$ cat src/rtl/wtb_pkg.sv
package wtb_pkg;

    // Table geometry
    localparam int TABLE_SIZE   = 512;
    localparam int OCTAVE_COUNT = 10;
    localparam int MOD_M        = TABLE_SIZE - 1;
    localparam int RAW_DEPTH    = OCTAVE_COUNT * TABLE_SIZE;
    localparam int RAW_AW       = $clog2(RAW_DEPTH);
    localparam int RES_W        = $clog2(MOD_M);
    localparam int TBL_W        = $clog2(TABLE_SIZE);
    localparam int OCT_IW       = (OCTAVE_COUNT > 1) ? $clog2(OCTAVE_COUNT) : 1;

    // Datapath widths
    localparam int TRIG_W = 22;
    localparam int DIV_NW = 57;

    // Phase of residue r is floor(r * 2^32 / MOD_M), walked by quotient and remainder
    localparam longint unsigned PH_FULL = 64'h1_0000_0000;
    localparam logic [31:0]      PH_STEP = 32'(PH_FULL / MOD_M);
    localparam logic [RES_W-1:0] PH_REM  = RES_W'(PH_FULL % MOD_M);

    typedef enum logic [1:0] {
        WAVE_SAW,
        WAVE_SQUARE,
        WAVE_TRIANGLE,
        WAVE_SINE
    } t_wave;

    localparam logic [1:0] CFG_WAVEFORM  = 2'd0;
    localparam logic [1:0] CFG_BASE_FREQ = 2'd1;
    localparam logic [1:0] CFG_NYQUIST   = 2'd2;

    localparam logic OP_BUILD = 1'b0;
    localparam logic OP_READ  = 1'b1;

    localparam logic [1:0] STATUS_OK        = 2'd0;
    localparam logic [1:0] STATUS_NOT_BUILT = 2'd1;
    localparam logic [1:0] STATUS_RANGE     = 2'd2;

    typedef struct packed {
        logic       opcode;
        logic [3:0] octave;
        logic [8:0] sample_index;
    } t_in_item;

    typedef struct packed {
        logic signed [15:0] sample;
        logic [1:0]         status;
    } t_out_item;

    typedef enum logic [4:0] {
        S_IDLE,
        S_RD_MEM,
        S_RD_MUL,
        S_WCLR,
        S_HINIT,
        S_HD,
        S_HCHK,
        S_HDIV,
        S_HWR,
        S_TSTART,
        S_TRUN,
        S_TWAIT,
        S_CPRD,
        S_CPWR,
        S_JINIT,
        S_MAC,
        S_DRAIN,
        S_STORE,
        S_RCPS,
        S_RCP,
        S_FIN
    } t_state;

endpackage

$ cat src/rtl/wtb_div.sv
module wtb_div
    import wtb_pkg::*;
(
    input  logic              i_clk,
    input  logic              i_rst_n,
    input  logic              i_start,
    input  logic [DIV_NW-1:0] i_dividend,
    input  logic [31:0]       i_divisor,
    output logic              o_done,
    output logic [DIV_NW-1:0] o_quot
);

    localparam int CW = $clog2(DIV_NW + 1);

    logic              r_busy;
    logic              r_done;
    logic [CW-1:0]     r_cnt;
    logic [31:0]       r_div;
    logic [31:0]       r_rem;
    logic [DIV_NW-1:0] r_quo;

    logic [32:0] rem_sh;
    logic        fits;
    logic [32:0] rem_sub;

    always_comb begin
        rem_sh  = {r_rem, r_quo[DIV_NW-1]};
        fits    = rem_sh >= {1'b0, r_div};
        rem_sub = rem_sh - {1'b0, r_div};
    end

    always_ff @(posedge i_clk) begin
        if (!i_rst_n) begin
            r_busy <= 1'b0;
            r_done <= 1'b0;
            r_cnt  <= '0;
        end else begin
            r_done <= 1'b0;
            if (i_start && !r_busy) begin
                r_busy <= 1'b1;
                r_cnt  <= '0;
            end else if (r_busy) begin
                r_cnt <= r_cnt + 1'b1;
                if (r_cnt == CW'(DIV_NW - 1)) begin
                    r_busy <= 1'b0;
                    r_done <= 1'b1;
                end
            end
        end
    end

    // Restoring division, one quotient bit a cycle
    always_ff @(posedge i_clk) begin
        if (i_start && !r_busy) begin
            r_div <= i_divisor;
            r_rem <= '0;
            r_quo <= i_dividend;
        end else if (r_busy) begin
            r_rem <= fits ? rem_sub[31:0] : rem_sh[31:0];
            r_quo <= {r_quo[DIV_NW-2:0], fits};
        end
    end

    assign o_done = r_done;
    assign o_quot = r_quo;

endmodule

$ cat config.mk
export PLATFORM = sky130hd
export DESIGN_NAME = wtb_div
export DESIGN_NICKNAME = d
export VERILOG_FILES = /design/src/rtl/wtb_pkg.sv /design/src/rtl/wtb_div.sv
export SDC_FILE = /design/constraint.sdc
export NUM_CORES = 1
export LEC_CHECK = 0
export BUFFER_PORTS_ARGS = -buffer_cell sky130_fd_sc_hd__buf_2
export CAP_MARGIN = 40
export CORE_MARGIN = 4
export CORE_UTILIZATION = 50
export CTS_BUF_LIST = sky130_fd_sc_hd__clkbuf_4
export CTS_CLUSTER_DIAMETER = 30
export DETAILED_ROUTE_END_ITERATION = 10
export GPL_TIMING_DRIVEN = 1
export PLACE_DENSITY_LB_ADDON = 0.08
export SYNTH_ARGS = -nofsm -noshare
export SYNTH_HDL_FRONTEND = slang
export SYNTH_SLANG_ARGS = --single-unit
$ cat constraint.sdc
create_clock -name i_clk -period 7 [get_ports i_clk]
set_clock_uncertainty 0.2 [all_clocks]
set_input_delay 1.4 -clock i_clk [delete_from_list [all_inputs] [get_ports i_clk]]
set_output_delay 1.4 -clock i_clk [all_outputs]
set_load 0.03 [all_outputs]
==> flow_summary.ini <==
[yosys]
synth_cells = 605
synthDistinctLibCells = 61
yosysWarnings = 0
synth_edf_count = 89
synthesis.area_um2 = 6890
synth_commonest_cells = 89 x edfxtp_1, 57 x mux2_2, 52 x nand2_1
yosysTopAreaCell = edfxtp_1
syn-num-nets = 732
ys_seq_area_share_pct = 50.4
synth_top_area_share_pct = 38.8
yosysMostFrequentCell = edfxtp_1
avgSynthCellArea_um2 = 11.4
synthFlopType = edfxtp_1
ys_ff_latch = 129
synthArstFlopShare_pct = 0
synth_top_cells_by_area = edfxtp_1 39%, dfxtp_1 12%, mux2_2 9.3%

[timing]
fmax_mhz = 285
fin_crit_sh_pct = 50.1
setup_viol = 0
final-hold-violation-count = 0
rsz0062_at_grt = false
report.final.slew_viol_count = 0
min_period_ns = 3.51
setup_tns_ns = 0
whs_ns = 0.275
worstMarginPinSlew_ns = 0.883
fin_ws_ns = 3.49
max_slew_margin_pct = 41.1

[drt]
ant_nets = 0
via_per_inst = 5.41
drtIter0Drc = 282
routed_wl_um = 15800
drt_first_pass_iters = 5
wl_per_cell_um = 16.7
drc_errors = 0
via_count = 5127

[clock_network]
post_cts_buffers = 0
cts_resized = 0
clk_latency_ns = 0.54
cts_root_buf = clkbuf_4
cts_hold_buf = 0
tritoncts = done
clk_pin_slew_worst_paths_ns = 0.13
cts_buffers = 17
htree_num_levels = 4
cts.path.max_buffers = 2
cts_sinks = 129

[placed_design]
portBuffers = 149
dp.cells = 914
dp_slack_ns = 2.99
place_hpwl_um = 11700
place_area_um2 = 7810
gp_congestion = 0.902

[die]
die_area_um2 = 15700
ios = 150
die_w_um = 125
floorplan.initialDensity_pct = 51.6
fp-row-count = 42
die_h_um = 125
core_um2 = 13300

[setup_path]
path_class = flip-flop to flip-flop
cp_common_cell = o21ai_1
critical_path.top_delay_family = compound AO/OA/AOI/OAI gates
critPathRequiredTime_ns = 7.20
endpoint_kind = flip-flop
critical_path.slowest_cell = a41o_2
worstPathArrival_ns = 3.71
crit_chain = inv_1 > ha_1 > nand3_1 > o21bai_1 > a31oi_1 > o2111a_1 > o21ai_1 > o21ai_1 > a41o_2 > buf_16 > mux2i_1 > o22ai_1
cp-start-kind = flip-flop
max_stage_delay_ns = 0.60
cp_num_buf_inv = 2
critPathMaxFanout = 19

[global_route]
grt_start_max_net_pins = 71
grtUsageTotal_pct = 20.6
use_met2_pct = 33.7
grt_pass1_wl_um = 26100
antenna_found_initial = 3
met1_usage_pct = 23.9
met3_usage_pct = 9.21
top_usage_layer = met2
overflow = 0
grt_pass1_vias = 5434

[layout]
post-route-cell-area_um2 = 8070
layout-drive-gt1-share_pct = 33.0
layout.nets = 884
fin_cells = 948
syn2layout_area_growth_pct = 17.1

[power_and_ir_drop]
p_per_area_nw_per_um2 = 348
peakVddDrop_mv = 0.182
leakagePower_nw = 3.46

[run_status]
outcome = complete, no violations

[hold_path]
hp-class = flip-flop to flip-flop

[run]
cap_violations = 0
metrics by stage:
stage | utilization (%) | power (mW)
2_1_floorplan | - | 2.11
3_5_place_dp | 58.5 | 2.35
6_report | 60.5 | 2.81
5_1_grt | 60.5 | 3.01
3_3_place_gp | 58.1 | 2.29
4_1_cts | 60.4 | 2.83
state kept, by name (all words and copies together) (netlist names):
name    cells
o_quot     57
o_done      1
r_busy      1
r_div      32
r_cnt       6
r_rem      32
worst paths after layout:
| check | startpoint | end | slack, ns | depth (start not counted) |
|---|---|---|---|---|
| max | r_div[3] | r_rem[15] | 3.49 | 12 |
| min | r_rem[26] | r_rem[26] | 0.27 | 2 |
| max reg2reg | r_div[3] | r_rem[15] | 3.49 | 12 |
| min reg2reg | r_rem[26] | r_rem[26] | 0.27 | 2 |
power by group:
group / switching, mW / total, mW / internal (mW)
clock: 0.292 / 0.470 / 0.178
combinational: 0.729 / 1.28 / 0.553
sequential: 0.0898 / 1.06 / 0.967
layer usage:
layer  vias to the layer above  share of wire (%)  routed length, µm
li1                       2524                  -                  -
met1                      2400                 42               6630
met2                       166                 47               7490
met3                        33                8.5               1350
met4                         4                2.3                365
met5                         -              0.088                 14
layout by cell type (no fill, tap or decap), types with 20 or more instances in the layout:
cell type | Yosys | layout
a21oi_1 | 32 | 32
buf_2 | 2 | 149
dfxtp_1 | 40 | 40
edfxtp_1 | 89 | 89
ha_1 | 34 | 34
inv_1 | 46 | 45
mux2_2 | 57 | 57
mux2i_1 | 32 | 32
nand2_1 | 52 | 52
nor2_1 | 22 | 20
o21ai_1 | 33 | 33
final cells by class:
type / count / area [µm²]
Antenna cell: 2 / 5.00
Clock buffer: 18 / 135
Clock inverter: 14 / 115
Fill cell: 1161 / 5280
Inverter: 46 / 173
Multi-Input combinational cell: 408 / 3120
Sequential cell: 129 / 3470
Tap cell: 176 / 220
Timing Repair Buffer: 155 / 831
kinds of logic after synthesis:
kind of cell | Yosys count | share of synthesized area [%]
AOI/OAI and AO/OA | 129 | 12.0
buffers and inverters | 68 | 4.56
DFF | 129 | 50.4
muxes | 89 | 14.0
xor gates and xnor gates | 33 | 4.19
and+or+nand+nor | 122 | 8.48
adders and majority gates | 35 | 6.46
worst min-delay path, delay by kind of cell (launching register included):
kind	cells	cell delay, ns
flip-flops	1	0.34
AND/OR/NAND/NOR	1	0.05
AO/OA/AOI/OAI	1	0.05
Power figures use the tool's default switching activity.
