<file path="config.mk">
export PLATFORM = sky130hd
export DESIGN_NAME = wtb_sine
export DESIGN_NICKNAME = d
export VERILOG_FILES = /design/src/rtl/wtb_pkg.sv /design/src/rtl/wtb_sine.sv
export SDC_FILE = /design/constraint.sdc
export NUM_CORES = 2
export LEC_CHECK = 0
export ABC_AREA = 1
export BUFFER_PORTS_ARGS = -buffer_cell sky130_fd_sc_hd__clkbuf_2
export CORE_MARGIN = 3
export CORE_UTILIZATION = 45
export CTS_CLUSTER_DIAMETER = 120
export DETAILED_ROUTE_END_ITERATION = 8
export GPL_TIMING_DRIVEN = 0
export PLACE_DENSITY = 0.56
export SKIP_LAST_GASP = 1
export SLEW_MARGIN = 20
export SYNTH_ARGS = -nofsm -noshare
export SYNTH_HDL_FRONTEND = slang
export SYNTH_SLANG_ARGS = --single-unit
</file>
<file path="constraint.sdc">
create_clock -name i_clk -period 10 [get_ports i_clk]
set_input_delay 1 -clock i_clk [delete_from_list [all_inputs] [get_ports i_clk]]
set_output_delay 1 -clock i_clk [all_outputs]
set_load 0.1 [all_outputs]
</file>
<file path="src/rtl/wtb_pkg.sv">
package wtb_pkg;

    // Table geometry
    localparam int TABLE_SIZE   = 512;
    localparam int OCTAVE_COUNT = 10;
    localparam int MOD_M        = TABLE_SIZE - 1;
    localparam int RAW_DEPTH    = OCTAVE_COUNT * TABLE_SIZE;
    localparam int RAW_AW       = $clog2(RAW_DEPTH);
    localparam int RES_W        = $clog2(MOD_M);
    localparam int TBL_W        = $clog2(TABLE_SIZE);
    localparam int OCT_IW       = (OCTAVE_COUNT > 1) ? $clog2(OCTAVE_COUNT) : 1;

    // Datapath widths
    localparam int TRIG_W = 22;
    localparam int DIV_NW = 57;

    // Phase of residue r is floor(r * 2^32 / MOD_M), walked by quotient and remainder
    localparam longint unsigned PH_FULL = 64'h1_0000_0000;
    localparam logic [31:0]      PH_STEP = 32'(PH_FULL / MOD_M);
    localparam logic [RES_W-1:0] PH_REM  = RES_W'(PH_FULL % MOD_M);

    typedef enum logic [1:0] {
        WAVE_SAW,
        WAVE_SQUARE,
        WAVE_TRIANGLE,
        WAVE_SINE
    } t_wave;

    localparam logic [1:0] CFG_WAVEFORM  = 2'd0;
    localparam logic [1:0] CFG_BASE_FREQ = 2'd1;
    localparam logic [1:0] CFG_NYQUIST   = 2'd2;

    localparam logic OP_BUILD = 1'b0;
    localparam logic OP_READ  = 1'b1;

    localparam logic [1:0] STATUS_OK        = 2'd0;
    localparam logic [1:0] STATUS_NOT_BUILT = 2'd1;
    localparam logic [1:0] STATUS_RANGE     = 2'd2;

    typedef struct packed {
        logic       opcode;
        logic [3:0] octave;
        logic [8:0] sample_index;
    } t_in_item;

    typedef struct packed {
        logic signed [15:0] sample;
        logic [1:0]         status;
    } t_out_item;

    typedef enum logic [4:0] {
        S_IDLE,
        S_RD_MEM,
        S_RD_MUL,
        S_WCLR,
        S_HINIT,
        S_HD,
        S_HCHK,
        S_HDIV,
        S_HWR,
        S_TSTART,
        S_TRUN,
        S_TWAIT,
        S_CPRD,
        S_CPWR,
        S_JINIT,
        S_MAC,
        S_DRAIN,
        S_STORE,
        S_RCPS,
        S_RCP,
        S_FIN
    } t_state;

endpackage

</file>
<file path="src/rtl/wtb_sine.sv">
module wtb_sine
    import wtb_pkg::*;
(
    input  logic                     i_clk,
    input  logic                     i_rst_n,
    input  logic                     i_start,
    input  logic [31:0]              i_phase,
    output logic                     o_done,
    output logic signed [TRIG_W-1:0] o_value
);

    localparam logic [2:0] LAST_STEP = 3'd6;

    function automatic logic [31:0] sin_coef(input logic [2:0] i);
        logic [31:0] c;
        case (i)
            3'd0:    c = 32'd172272;
            3'd1:    c = 32'd5026995;
            3'd2:    c = 32'd85569306;
            3'd3:    c = 32'd693598668;
            default: c = 32'd1686629713;
        endcase
        return c;
    endfunction

    logic                     r_busy;
    logic                     r_done;
    logic                     r_half;
    logic [2:0]               r_step;
    logic [1:0]               r_quad;
    logic [30:0]              r_x;
    logic [30:0]              r_x2;
    logic [31:0]              r_t;
    logic [62:0]              r_prod;
    logic signed [TRIG_W-1:0] r_value;

    logic [30:0] op_a;
    logic [31:0] op_b;
    logic [30:0] x_in;
    logic [32:0] y;
    logic [22:0] y_rnd;
    logic [20:0] y_sat;

    always_comb begin
        x_in = {1'b0, i_phase[29:0]};
        if (i_phase[30]) begin
            x_in = 31'h4000_0000 - {1'b0, i_phase[29:0]};
        end
        op_a = ((r_step == 3'd0) || (r_step == LAST_STEP)) ? r_x : r_x2;
        op_b = (r_step == 3'd0) ? {1'b0, r_x} : r_t;
        y     = 33'(r_prod >> 30);
        y_rnd = 23'((y + 33'd512) >> 10);
        y_sat = (y_rnd > 23'h10_0000) ? 21'h10_0000 : y_rnd[20:0];
    end

    always_ff @(posedge i_clk) begin
        if (!i_rst_n) begin
            r_busy <= 1'b0;
            r_done <= 1'b0;
            r_half <= 1'b0;
            r_step <= '0;
        end else begin
            r_done <= 1'b0;
            if (i_start && !r_busy) begin
                r_busy <= 1'b1;
                r_half <= 1'b0;
                r_step <= '0;
            end else if (r_busy) begin
                r_half <= !r_half;
                if (r_half) begin
                    r_step <= r_step + 1'b1;
                    if (r_step == LAST_STEP) begin
                        r_busy <= 1'b0;
                        r_done <= 1'b1;
                    end
                end
            end
        end
    end

    // Alternate one multiply and one polynomial update
    always_ff @(posedge i_clk) begin
        if (i_start && !r_busy) begin
            r_quad <= i_phase[31:30];
            r_x    <= x_in;
        end else if (r_busy) begin
            if (!r_half) begin
                r_prod <= 63'(op_a) * 63'(op_b);
            end else if (r_step == 3'd0) begin
                r_x2 <= 31'(r_prod >> 30);
                r_t  <= 32'd3864;
            end else if (r_step == LAST_STEP) begin
                r_value <= r_quad[1] ? -$signed({1'b0, y_sat}) : $signed({1'b0, y_sat});
            end else begin
                r_t <= sin_coef(r_step - 3'd1) - 32'(r_prod >> 30);
            end
        end
    end

    assign o_done  = r_done;
    assign o_value = r_value;

endmodule

</file>
==> results.yml <==
status:
  status: "completed"
floorplan:
  dieArea_um2: 94500
  rows: 109
  die_w_um: 307
  io_pins: 58
  die_h_um: 307
  core-area_um2: 89200
  initial_core_util: 0.458
setup_path:
  crit_top_cell: "fa_1"
  crit_arrival_ns: 9.97
  crit_path_end_kind: "flip-flop"
  crit_required_ns: 10.20
  cp_slowest_cell: "fa_1"
  crit_start: "r_step[0]"
  max_stage_delay_ns: 0.73
  reg2reg_from: "r_step[0]"
  cp-start-kind: "flip-flop"
  cp_max_fo: 10
  crit_type: "reg2reg"
final_layout:
  num_antenna_cells: 0
  fillers: 9015
  final_cell_mix: "inv_1, nand2_1, fa_1"
  seq_area_um2: 4620
  areaGrowthSynthToFinish_pct: 7.55
  final_common_cell: "inv_1"
  drive_above_1_share: 0.0581
  stdcell_area_um2: 44000
  nets: 6292
  utilization: 0.493
  multi_input_area_um2: 31400
clock_tree:
  root_buffer: "clkbuf_16"
  cts_tree: "done"
  cts_sinks: 156
  clock_path_buffers: 2
  clock_latency_ns: 0.44
  cts_made_buffers: 17
  cts-htree-levels: 4
  path_clk_slew_ns: 0.07
  hold_buffers: 0
synth:
  synth_edf_count: 150
  yosys_warnings: 0
  syn_nets: 6193
  yosysUniqueCellTypes: 51
  avgSynthCellArea_um2: 8.17
  async_flop_share: 0
  synth_cells: 5002
  synth_top_area_cell: "fa_1"
  netlist_area_um2: 40900
  synthTopCellsByArea: "fa_1, edfxtp_1, inv_1"
  synth_flop_cell: "edfxtp_1"
  synth_top_area_frac: 0.424
  ys_seq_area_frac: 0.113
  ys_ff_latch: 156
grt:
  grt_pass1_vias: 35500
  antenna_found_initial: 6
  grt_util_all_layers: 0.358
  grt_overflow: 0
  grt_start_max_net_pins: 33
  grt_first_pass_wirelength_mm: 242
timing:
  max_freq_mhz: 102
  setup_viol: 0
  period_share: 0.976
  hold_ws_ns: 0.476
  worst_pin_slew_ns: 1.31
  hold_violations: 0
  rsz0062_at_grt: "yes"
  period_needed_ns: 9.76
  slew_violations: 0
  max_slew_margin: 0.120
  skew_ns: 0.0108
route:
  ant_nets: 0
  firstDrtPassIters: 5
  drtIter0Drc: 3333
  avgViaCountPerCell: 5.45
  wire_per_inst_um: 26.4
  wl_mm: 166
  vias: 34200
  route.detailed.drc: 0
placed_design:
  port_buffers: 56
  hpwl_mm: 144
  place_congestion: 1.04
  place_area_um2: 42900
min_path:
  hp-class: "reg2reg"
  min-delay-start: "r_prod[30]"
job:
  drv_cap: 0
timing repair:
item	CTS	global route
setup endpoints to repair	33	31
resized for setup	58	144
buffers inserted	3	10
pin swaps	0	2
cells by family after synthesis:
logic type      after synthesis  share of synthesized area
compound gates              426                     0.0569
xor+xnor                     69                     0.0148
buf+inv                    1352                      0.125
flops                       156                      0.113
simple gates               1843                      0.177
fa+ha+maj                  1156                      0.513
final timing paths:
| path | to | slack [ns] | cells past startpoint |
|---|---|---|---|
| worst max register to register | r_prod[62] | 0.24 | 32 |
| worst min register to register | r_x2[0] | 0.48 | 0 |
| worst max-delay path | r_prod[62] | 0.24 | 32 |
| worst min-delay path | r_x2[0] | 0.48 | 0 |
registers in the layout (all words and copies together), names as in the netlist:
name / flops
o_value: 22
o_done: 1
r_half: 1
r_busy: 1
r_x: 31
r_t: 32
r_prod: 33
r_x2: 31
r_step: 3
r_quad: 1
final cells by class:
type	instances	area share
repair buffers	86	0.0142
clock inverters	15	0.00450
inverters	1172	0.101
clock buffers	17	0.00968
plain buffers	174	0.0193
flip-flops and latches	156	0.105
multi-input cells	3494	0.713
well taps	1165	0.0332
per-layer routing:
layer / up-vias / global-route usage / routed length [um]
met1: 17100 / 0.477 / 66600
li1: 15000 / - / -
met4: 10 / 0.173 / 10200
met2: 1696 / 0.541 / 71200
met3: 377 / 0.0998 / 17900
met5: - / 0 / 69
worst max-delay path, delay by kind of cell (launching register included):
kind	cells	cell delay, ns
fa+ha+maj	10	5.23
buf+inv	10	1.82
simple gates	6	0.65
flops	1	0.42
compound gates	6	1.38
metrics by stage:
step,setup slack (ns),cells,TNS [ns]
after CTS,-0.00510,6271,-0.00510
after floorplan,1.93,5002,0
after detailed placement,-0.834,6239,-10.86
after global routing,-0.0387,6279,-0.0387
after global placement,-1.23,6223,-27.77
final,0.236,6279,0
synthesized netlist by cell type, types with 2 or more instances:
master,instances
edfxtp_1,150
o21a_1,20
a21oi_1,177
dfxtp_1,6
buf_2,4
buf_1,6
a221oi_1,3
o21ai_1,32
nand2_2,9
nor3_1,23
nor4_1,9
nand3_1,78
xnor2_1,19
o31ai_1,3
a21boi_0,7
a21o_1,2
ha_1,290
fa_1,866
a31oi_1,15
nand2_1,916
inv_1,1158
nand4_1,17
or2_2,9
o21bai_1,3
clkbuf_1,167
clkinv_1,13
nor2_2,6
nor2_4,4
xor2_1,50
nand2_4,2
a211oi_1,4
nor2_1,762
nand3b_1,5
o21ai_0,147
a2111oi_0,2
o21ai_2,3
Power is left out: the tool's default activity adds up to more than one toggle a clock period on the data nets, which glitch-free logic cannot reach.
